<file path="src/design/bet_pkg.sv">
// Shared types and constants of the breakpoint envelope table.
// No dependencies; every other design file but bet_if refers to this package.
package bet_pkg;

  localparam int unsigned TABLE_DEPTH = 64;

  // Interpolation divide widths: |gain diff| (16) times frame offset (32)
  localparam int unsigned NUM_W = 48;
  localparam int unsigned DEN_W = 32;
  localparam int unsigned QUO_W = 16;

  typedef enum logic [2:0] {
    CMD_INSERT    = 3'd0,
    CMD_DEL_RANGE = 3'd1,
    CMD_INS_TIME  = 3'd2,
    CMD_DEL_TIME  = 3'd3,
    CMD_INVERT    = 3'd4,
    CMD_EVAL      = 3'd5
  } cmd_e;

  typedef enum logic [1:0] {
    STS_OK   = 2'd0,
    STS_DUP  = 2'd1,
    STS_FULL = 2'd2,
    STS_SAT  = 2'd3
  } sts_e;

  typedef enum logic [3:0] {
    ST_IDLE,
    ST_SCAN,
    ST_CHK,
    ST_SHIFT,
    ST_PLACE,
    ST_SCAN2,
    ST_MUL,
    ST_DSTART,
    ST_DIV,
    ST_DONE
  } state_e;

  typedef struct packed {
    logic [31:0]        frame;
    logic [1:0]         ptype;
    logic signed [15:0] gain;
  } entry_t;

  // Controller to datapath commands
  typedef struct packed {
    logic load;
    logic scan;
    logic scan2;
    logic chk;
    logic shift;
    logic place;
    logic mul;
    logic div_start;
    logic finish;
  } ctl_t;

  // Datapath to controller status
  typedef struct packed {
    logic [2:0] cmd;
    logic       done;
    logic       refuse;
    logic       div_done;
    logic       out_free;
  } stat_t;

endpackage

</file>
<file path="src/design/bet_ctrl.sv">
// Controller: sequences the scan, shift, place and divide phases of a command.
// Depends on bet_pkg for states, commands and the control structs.
module bet_ctrl (
  input  logic           clk_i,
  input  logic           rst_ni,
  input  logic           in_valid_i,
  output logic           in_ready_o,
  input  bet_pkg::stat_t stat_i,
  output bet_pkg::ctl_t  ctl_o
);
  bet_pkg::state_e state_q, state_d;

  always_ff @(posedge clk_i or negedge rst_ni) begin
    if (!rst_ni) begin
      state_q <= bet_pkg::ST_IDLE;
    end else begin
      state_q <= state_d;
    end
  end

  // Next state and commands; unknown codes walk the table without touching it
  always_comb begin
    state_d    = state_q;
    ctl_o      = '0;
    in_ready_o = 1'b0;
    unique case (state_q)
      bet_pkg::ST_IDLE: begin
        in_ready_o = 1'b1;
        if (in_valid_i) begin
          ctl_o.load = 1'b1;
          state_d = bet_pkg::ST_SCAN;
        end
      end
      bet_pkg::ST_SCAN: begin
        ctl_o.scan = 1'b1;
        if (stat_i.done) begin
          priority if (stat_i.cmd == bet_pkg::CMD_INSERT) begin
            state_d = bet_pkg::ST_CHK;
          end else if (stat_i.cmd == bet_pkg::CMD_DEL_TIME) begin
            state_d = bet_pkg::ST_SCAN2;
          end else if (stat_i.cmd == bet_pkg::CMD_EVAL) begin
            state_d = bet_pkg::ST_MUL;
          end else begin
            state_d = bet_pkg::ST_DONE;
          end
        end
      end
      bet_pkg::ST_CHK: begin
        ctl_o.chk = 1'b1;
        state_d = stat_i.refuse ? bet_pkg::ST_DONE : bet_pkg::ST_SHIFT;
      end
      bet_pkg::ST_SHIFT: begin
        ctl_o.shift = 1'b1;
        if (stat_i.done) begin
          state_d = bet_pkg::ST_PLACE;
        end
      end
      bet_pkg::ST_PLACE: begin
        ctl_o.place = 1'b1;
        state_d = bet_pkg::ST_DONE;
      end
      bet_pkg::ST_SCAN2: begin
        ctl_o.scan2 = 1'b1;
        if (stat_i.done) begin
          state_d = bet_pkg::ST_DONE;
        end
      end
      bet_pkg::ST_MUL: begin
        ctl_o.mul = 1'b1;
        state_d = bet_pkg::ST_DSTART;
      end
      bet_pkg::ST_DSTART: begin
        ctl_o.div_start = 1'b1;
        state_d = bet_pkg::ST_DIV;
      end
      bet_pkg::ST_DIV: begin
        if (stat_i.div_done) begin
          state_d = bet_pkg::ST_DONE;
        end
      end
      bet_pkg::ST_DONE: begin
        if (stat_i.out_free) begin
          ctl_o.finish = 1'b1;
          state_d = bet_pkg::ST_IDLE;
        end
      end
      default: begin
        state_d = bet_pkg::ST_IDLE;
      end
    endcase
  end

endmodule

</file>
<file path="config.mk">
export PLATFORM = sky130hd
export DESIGN_NAME = bet_ctrl
export DESIGN_NICKNAME = d
export VERILOG_FILES = /design/src/design/bet_pkg.sv /design/src/design/bet_ctrl.sv
export SDC_FILE = /design/constraint.sdc
export NUM_CORES = 1
export LEC_CHECK = 0
export BUFFER_PORTS_ARGS = -buffer_cell sky130_fd_sc_hd__buf_2
export CORE_AREA = 2 2 39 41
export CTS_BUF_LIST = sky130_fd_sc_hd__clkbuf_8
export CTS_CLUSTER_SIZE = 24
export DETAILED_ROUTE_END_ITERATION = 16
export DIE_AREA = 0 0 41 43
export MAX_ROUTING_LAYER = met4
export PLACE_DENSITY = 0.67
export SLEW_MARGIN = 20
export SYNTH_ARGS = -nofsm -noshare
export SYNTH_HDL_FRONTEND = slang
export SYNTH_SLANG_ARGS = --single-unit
</file>
<file path="constraint.sdc">
create_clock -name clk_i -period 3.1 [get_ports clk_i]
set_input_delay 0.465 -clock clk_i [delete_from_list [all_inputs] [get_ports clk_i]]
set_output_delay 0.465 -clock clk_i [all_outputs]
set_load 0.05 [all_outputs]
</file>
Yosys cells after proc, flatten, opt, wreduce, memory -nomap -nowiden
Cells that the tools add are included.
{ "word_totals": {"rom_bits": 0, "inputBits": 10, "mem_count": 0, "ramBits": 0, "register_bits": 4, "latchBits": 0, "out_inout_bits": 10, "elab_cells": 44} }
{ "op_classes": {"muxes": 23, "div": 0, "n_eq_ne": 17, "n_lt_le_gt_ge": 0, "bitwise_logic": 0, "addsub": 0, "reduce_logical": 3, "mul": 0, "shift": 0} }
{ "ops": {"columns": ["cell", "n"], "rows": [
  ["$mux W4", 10],
  ["$pmux W4 S10", 1],
  ["$eq A4 B3 Y1 const B", 4],
  ["$mux W1", 12],
  ["$ne A2 B2 Y1 const B", 6],
  ["$eq A4 B2 Y1 const B", 2],
  ["$eq A4 B4 Y1 const B", 2],
  ["$reduce_and A6 Y1", 1],
  ["$eq A4 B1 Y1 const B", 1],
  ["$logic_not A4 Y1", 1],
  ["$eq A3 B2 Y1 const B", 1],
  ["$eq A3 B3 Y1 const B", 1],
  ["$logic_not A3 Y1", 1]
]} }

Depth between registers and ports, before layout
Gate-level depths: netlist (run 1).
{ "logic_depth": {"word_depth": 6, "ltp_mapped": 5} }

Worst setup path after synthesis (run 1)
Ideal clock, no wire load.
{ "synth_timing": {"path_type": "reg-to-output", "start": "register state_q[2]", "end": "output port ctl_o[8] (netlist bit)", "path_stages_with_launch": 4, "slack_ns": -0.142, "t_arrival_ns": 2.777, "n_path_buf": 1, "path_cell_list": "dfrtp_1 buf_2 nor4_1 and2_1"} }
{ "synth_lines": {"columns": ["item", "line_no", "rtl"], "rows": [
  ["start, declared", "bet_ctrl.sv:11", "bet_pkg::state_e state_q, state_d;"],
  ["start signal, assigned", "bet_ctrl.sv:15", "state_q <= bet_pkg::ST_IDLE;"],
  ["start signal, assigned", "bet_ctrl.sv:17", "state_q <= state_d;"],
  ["end, declared", "bet_ctrl.sv:9", "output bet_pkg::ctl_t ctl_o"]
]} }

==> flow_metrics.tcl, run 1 <==
set metrics [dict create \
    wl_per_cell_um 10.8 \
    hold_violations 0 \
    grt_usage 0.139 \
    antenna_found_initial 0 \
    vias 513 \
    routabilityCongestion 0.830 \
    setup_ws_ns 1.06 \
    layout.cells.non_filler 99 \
    drt_iter0_drc 16 \
    reg2reg_from "state_q[0]" \
    p_int_mw 0.271 \
    r2r_end "state_q[3]" \
    synth_cells 65 \
    pwr-share-comb 0.576 \
    path_class "reg -> out" \
    synth_top_area_cell "dfrtp_1" \
    p_per_area_mw_per_mm2 1040 \
    cp-end-kind "primary output" \
    cts_sinks 4 \
    port_buffers 19 \
    start_util 0.325 \
    cts_setup_buffers 0 \
    required_ns 2.63 \
    power.leakage_nw 0.282 \
    maxCapViolCount 0 \
    regToRegSetupSlack_ns 1.57 \
    clk_pin_slew_worst_paths_ns 0.04 \
    power.share.sequential 0.239 \
    status "complete, no violations" \
    cts_buffers 3 \
    rows 14 \
    final_common_cell "buf_2" \
    syn-num-nets 75 \
    ys_warn_count 0 \
    cp_data_arrival_time_ns 1.58 \
    clkLatencyLatePin_ns 0.22 \
    hold_path_class "in -> async" \
    grt_pass1_vias 386 \
    clock_power_share 0.185 \
    synth_cell_type_count 29 \
    yosysSeqAreaShare 0.223 \
    hold_buffers 0 \
    largest_register "state_q" \
    first_pass_iters 4 \
    critPathLaunchType "register" \
    synth_area_leaders "dfrtp_1 (22%), nor2_1 (7.5%), nand2_1 (6.7%), nor3_1 (5.6%), nand3b_1 (5.0%)" \
    fin_tns_setup_ns 0 \
    slew_violations 0 \
    syn2layout_area_growth_pct 30.4 \
    ios 20 \
    viasPerCell 5.18 \
    tightest_slew_ns 0.495 \
    drc 0 \
    finalSetupViolCount 0 \
    gr-total-overflow 0 \
    largest_reg_flops 4 \
    clock_path_buffers 2 \
    rr_worst_depth 4 \
    ir_drop_uv 399 \
    final_nets 95 \
    maxSlewHeadroom 0.670 \
    sw_frac_of_total 0.555 \
    ys_dominant_reg_cell "dfrtp_1" \
    finClkSkew_ns 0.00888 \
    finalCritPeriodShare 0.659 \
    grt_max_degree 17 \
    largest_registers "state_q (4)" \
    synth_area_sq_um 449 \
    drive_gt1_frac 0.301 \
    max_freq_mhz 490 \
    pre_cts_ws_ns 1.29 \
    crit_fanout 16 \
    period_minus_slack_ns 2.04 \
    synth_edf_count 0 \
    cts_tree "done" \
    antenna_left 0 \
    die_area_sq_mm 0.00176 \
    power_switching_mw 0.338 \
    grt_pass1_wl_mm 1.62 \
    die_w_um 41 \
    dp.cells 96 \
    core_area_sq_mm 0.00138 \
    mostFrequentLayoutCells "buf_2 (19), nor2_1 (9), nand2_1 (8), nor3_1 (5)" \
    synth_top_area_frac 0.223 \
    synth-seq-cells 4 \
    wirelength_mm 1.07 \
    ctsResizeCount 0 \
    die_h_um 43 \
    clock-root-buffer "clkbuf_8" \
    synthArstFlopShare 1.00 \
    h-tree-depth 1 \
    rsz0062_at_grt "false" \
    diodes 0 \
    syn_area_per_cell_sq_um 6.91 \
]
==> worst max-delay path by stage <==
| stage | to | from | slack [ns] | cells after the start |
|---|---|---|---|---|
| floorplan | ctl_o[8] | state_q[2] | 0.49 | 3 |
| global placement | ctl_o[5] | state_q[0] | 1.34 | 3 |
| detailed placement | ctl_o[5] | state_q[0] | 1.29 | 3 |
| CTS | ctl_o[5] | state_q[0] | 1.06 | 3 |
| global route | ctl_o[5] | state_q[0] | 0.96 | 3 |
| finish | ctl_o[5] | state_q[0] | 1.06 | 3 |
==> cell usage after synthesis, drive strengths merged (2+ instances only) <==
cell type / instances
nor2: 9
nand2: 8
nor3: 6
a21oi: 4
buf: 4
dfrtp: 4
o21ai: 4
nand2b: 3
nand3b: 3
nand4: 2
nor2b: 2
xor2: 2
==> routing by layer <==
layer,up-vias,wire (um),GRT usage
met3,3,69,0.0471
li1,271,-,-
met2,17,471,0.184
met1,222,516,0.186
met5,-,0,-
met4,0,16,0.0600
==> critical path, stage by stage (launching register included) <==
cell and delay (ns):
dfrtp_1 0.54, or2b_2 0.40, nor3_1 0.13, buf_2 0.29
==> layout make-up <==
type / instances / area [sq um]
fillers: 148 / 798
multi-input cells: 56 / 325
flip-flops and latches: 4 / 100
repair buffers: 19 / 95.1
clock buffers: 3 / 41.3
well taps: 16 / 20.0
inverters: 1 / 3.75
==> power groups by stage <==
stage	sequential [mW]	clock, mW	combinational, mW
final	0.146	0.113	0.351
after detailed placement	0.145	0	0.352
after global placement	0.142	0	0.351
after CTS	0.145	0.116	0.354
after global routing	0.152	0.122	0.385
after floorplan	0.0957	0	0.344
==> logic make-up after synthesis <==
family / after synthesis / share of synthesized area
compound gates: 15 / 0.209
xor+xnor: 2 / 0.0390
buf+inv: 5 / 0.0668
flops: 4 / 0.223
mux: 1 / 0.0223
simple gates: 38 / 0.440
==> through the flow <==
step	area (sq um)	power [mW]	util	hold slack, ns
global route	586	0.659	0.423	0.0361
finish	586	0.610	0.423	0.0353
floorplan	455	0.440	-	0.169
CTS	586	0.615	0.423	0.0341
global placement	544	0.493	0.393	0.269
detailed placement	544	0.498	0.393	0.273
(Power assumes the default switching activity.)
==> inputs of run 2 (changes only) <==
- ABC_AREA: default -> 1
- PLACE_DENSITY: 0.67 -> 0.68
- clock period: 3.1 -> 2 ns (I/O delays scaled with it)
==> run 2 against run 1 <==
Net effect:
- critical path depth grew 1
- largest power group unchanged
- setup slack lost 0.66 ns
- largest cell class unchanged
- cell area grew 8.8%
- hold slack gained 0.34 ns
- synthesized area grew 2.2%
- non-clock buffer count grew 1
- clock skew shrank 0.0050 ns
- via count grew 10%
- critical path type unchanged
==> flow_metrics.tcl, run 2 <==
set metrics [dict create \
    status "complete, no violations" \
    critPathLaunchType "register" \
    clock_path_buffers 2 \
    diodes 0 \
    hold_path_class "in -> reg" \
    synth-seq-cells 4 \
    grt_pass1_vias 507 \
    rr_worst_depth 7 \
    final_nets 115 \
    maxCapViolCount 0 \
    finalSetupViolCount 0 \
    synth_top_area_frac 0.218 \
    clk_pin_slew_worst_paths_ns 0.03 \
    ir_drop_uv 578 \
    synthArstFlopShare 1.00 \
    hold_depth 4 \
    h-tree-depth 1 \
    cts_sinks 4 \
    port_buffers 19 \
    ys_warn_count 0 \
    ios 20 \
    power.leakage_nw 0.377 \
    synth_top_area_cell "dfrtp_1" \
    crit_fanout 6 \
    viasPerCell 4.76 \
    synth.most_common_cell "nand2_1" \
    hpwl_um 970 \
    wirelength_mm 1.15 \
    tightest_slew_ns 0.250 \
    grt_usage 0.160 \
    synth_area_sq_um 459 \
    syn-num-nets 90 \
    rsz0062_at_grt "false" \
    finalCritPeriodShare 0.802 \
    synth_cell_type_count 18 \
    vias 566 \
    max_freq_mhz 623 \
    p_per_area_mw_per_mm2 1710 \
    required_ns 1.70 \
    drc 0 \
    antenna_left 0 \
    fin_util 0.460 \
    maxSlewHeadroom 0.835 \
    die_w_um 41 \
    die_h_um 43 \
    first_pass_iters 5 \
    period_minus_slack_ns 1.60 \
    drive_gt1_frac 0.359 \
    clock-root-buffer "clkbuf_8" \
    syn2layout_area_growth_pct 38.7 \
    core_area_sq_mm 0.00138 \
    grt_pass1_wl_mm 1.87 \
    fin_tns_setup_ns 0 \
    synth_edf_count 0 \
    grt_max_degree 7 \
    finClkSkew_ns 0.00386 \
    design_area_sq_um 637 \
    start_util 0.332 \
    cts_tree "done" \
    synth_area_leaders "dfrtp_1 (22%), nand2_1 (20%), nand3_1 (12%), inv_1 (9.0%), nor2_2 (6.8%)" \
    die_area_sq_mm 0.00176 \
    routabilityCongestion 0.825 \
    final_common_cell "nand2_1" \
    yosysSeqAreaShare 0.218 \
    ys_dominant_reg_cell "dfrtp_1" \
    syn_area_per_cell_sq_um 5.74 \
    synth_cells 80 \
    slew_violations 0 \
    drt_iter0_drc 18 \
    wl_per_cell_um 9.67 \
    cts_buffers 3 \
    largest_reg_flops 4 \
    setup_ws_ns 0.395 \
    largest_registers "state_q (4)" \
    place_area_sq_um 586 \
    cp_data_arrival_time_ns 1.30 \
    cp-end-kind "primary output" \
    largest_register "state_q" \
    hold_violations 0 \
    antenna_found_initial 0 \
    rows 14 \
    synth_common_cells "nand2_1 (25), inv_1 (11), nand3_1 (11), nor2_1 (8), nor2_2 (5)" \
    path_class "reg -> out" \
    clkLatencyLatePin_ns 0.22 \
    mostFrequentLayoutCells "nand2_1 (25), buf_2 (19), inv_1 (11), nand3_1 (11), nor2_1 (8)" \
    pre_cts_ws_ns 0.613 \
    gr-total-overflow 0 \
]
-- run 2: layout make-up --
cell class | instances | area [sq um]
multi-input combinational | 62 | 318
timing repair buffer | 20 | 105
sequential | 4 | 100
tap | 16 | 20.0
inverter | 14 | 52.6
fill | 148 | 747
clock buffer | 3 | 41.3
-- run 2: kinds of logic (layout without fill, tap and decap cells) --
group           after synthesis  in the layout  share of synthesized area
simple gates                 57             57                      0.608
buf+inv                      14             37                      0.114
flops                         4              4                      0.218
compound gates                5              5                     0.0599
-- run 2: layer usage --
layer,share of wire,global-route usage,vias to the layer above,wire length (um)
met1,0.43,0.183,245,499
met3,0.066,0.0681,0,76
met5,0,-,-,0
li1,-,-,296,-
met4,0,0.0533,0,0
met2,0.50,0.244,25,576
-- run 2: worst max-delay path, stage by stage (launching register included) --
cell and delay, ns:
dfrtp_1 0.42, inv_1 0.11, nand2_1 0.11, nor2_2 0.17
buf_2 0.28
-- run 2: stage by stage --
| step | hold WS (ns) | power [mW] | instances |
|---|---|---|---|
| 3_3_place_gp | 0.106 | 0.911 | 115 |
| 6_report | 0.370 | 1.09 | 119 |
| 4_1_cts | 0.375 | 1.08 | 119 |
| 2_1_floorplan | 0.00441 | 0.772 | 80 |
| 5_1_grt | 0.417 | 1.18 | 119 |
| 3_5_place_dp | 0.108 | 0.911 | 115 |
-- run 2: power by group --
| group | switching, mW | internal, mW | total [mW] |
|---|---|---|---|
| clock | 0.0409 | 0.128 | 0.169 |
| combinational | 0.549 | 0.210 | 0.759 |
| sequential | 0.0409 | 0.117 | 0.158 |
| total | 0.631 | 0.455 | 1.09 |
-- run 2: final timing paths --
kind	endpoint	slack (ns)	start
max in group asynchronous	state_q[0]	1.46	rst_ni
min	state_q[1]	0.37	stat_i[3]
max reg2reg	state_q[0]	0.78	state_q[3]
min reg2reg	state_q[0]	0.59	state_q[0]
min in group asynchronous	state_q[1]	0.42	rst_ni
max	ctl_o[5]	0.40	state_q[0]
-- run 2: timing repair --
action	4_1_cts	5_1_grt
hold buffers	1	0
setup endpoints to repair	0	0
setup buffers	0	0
hold endpoints to repair	4	0
resized for setup	0	0
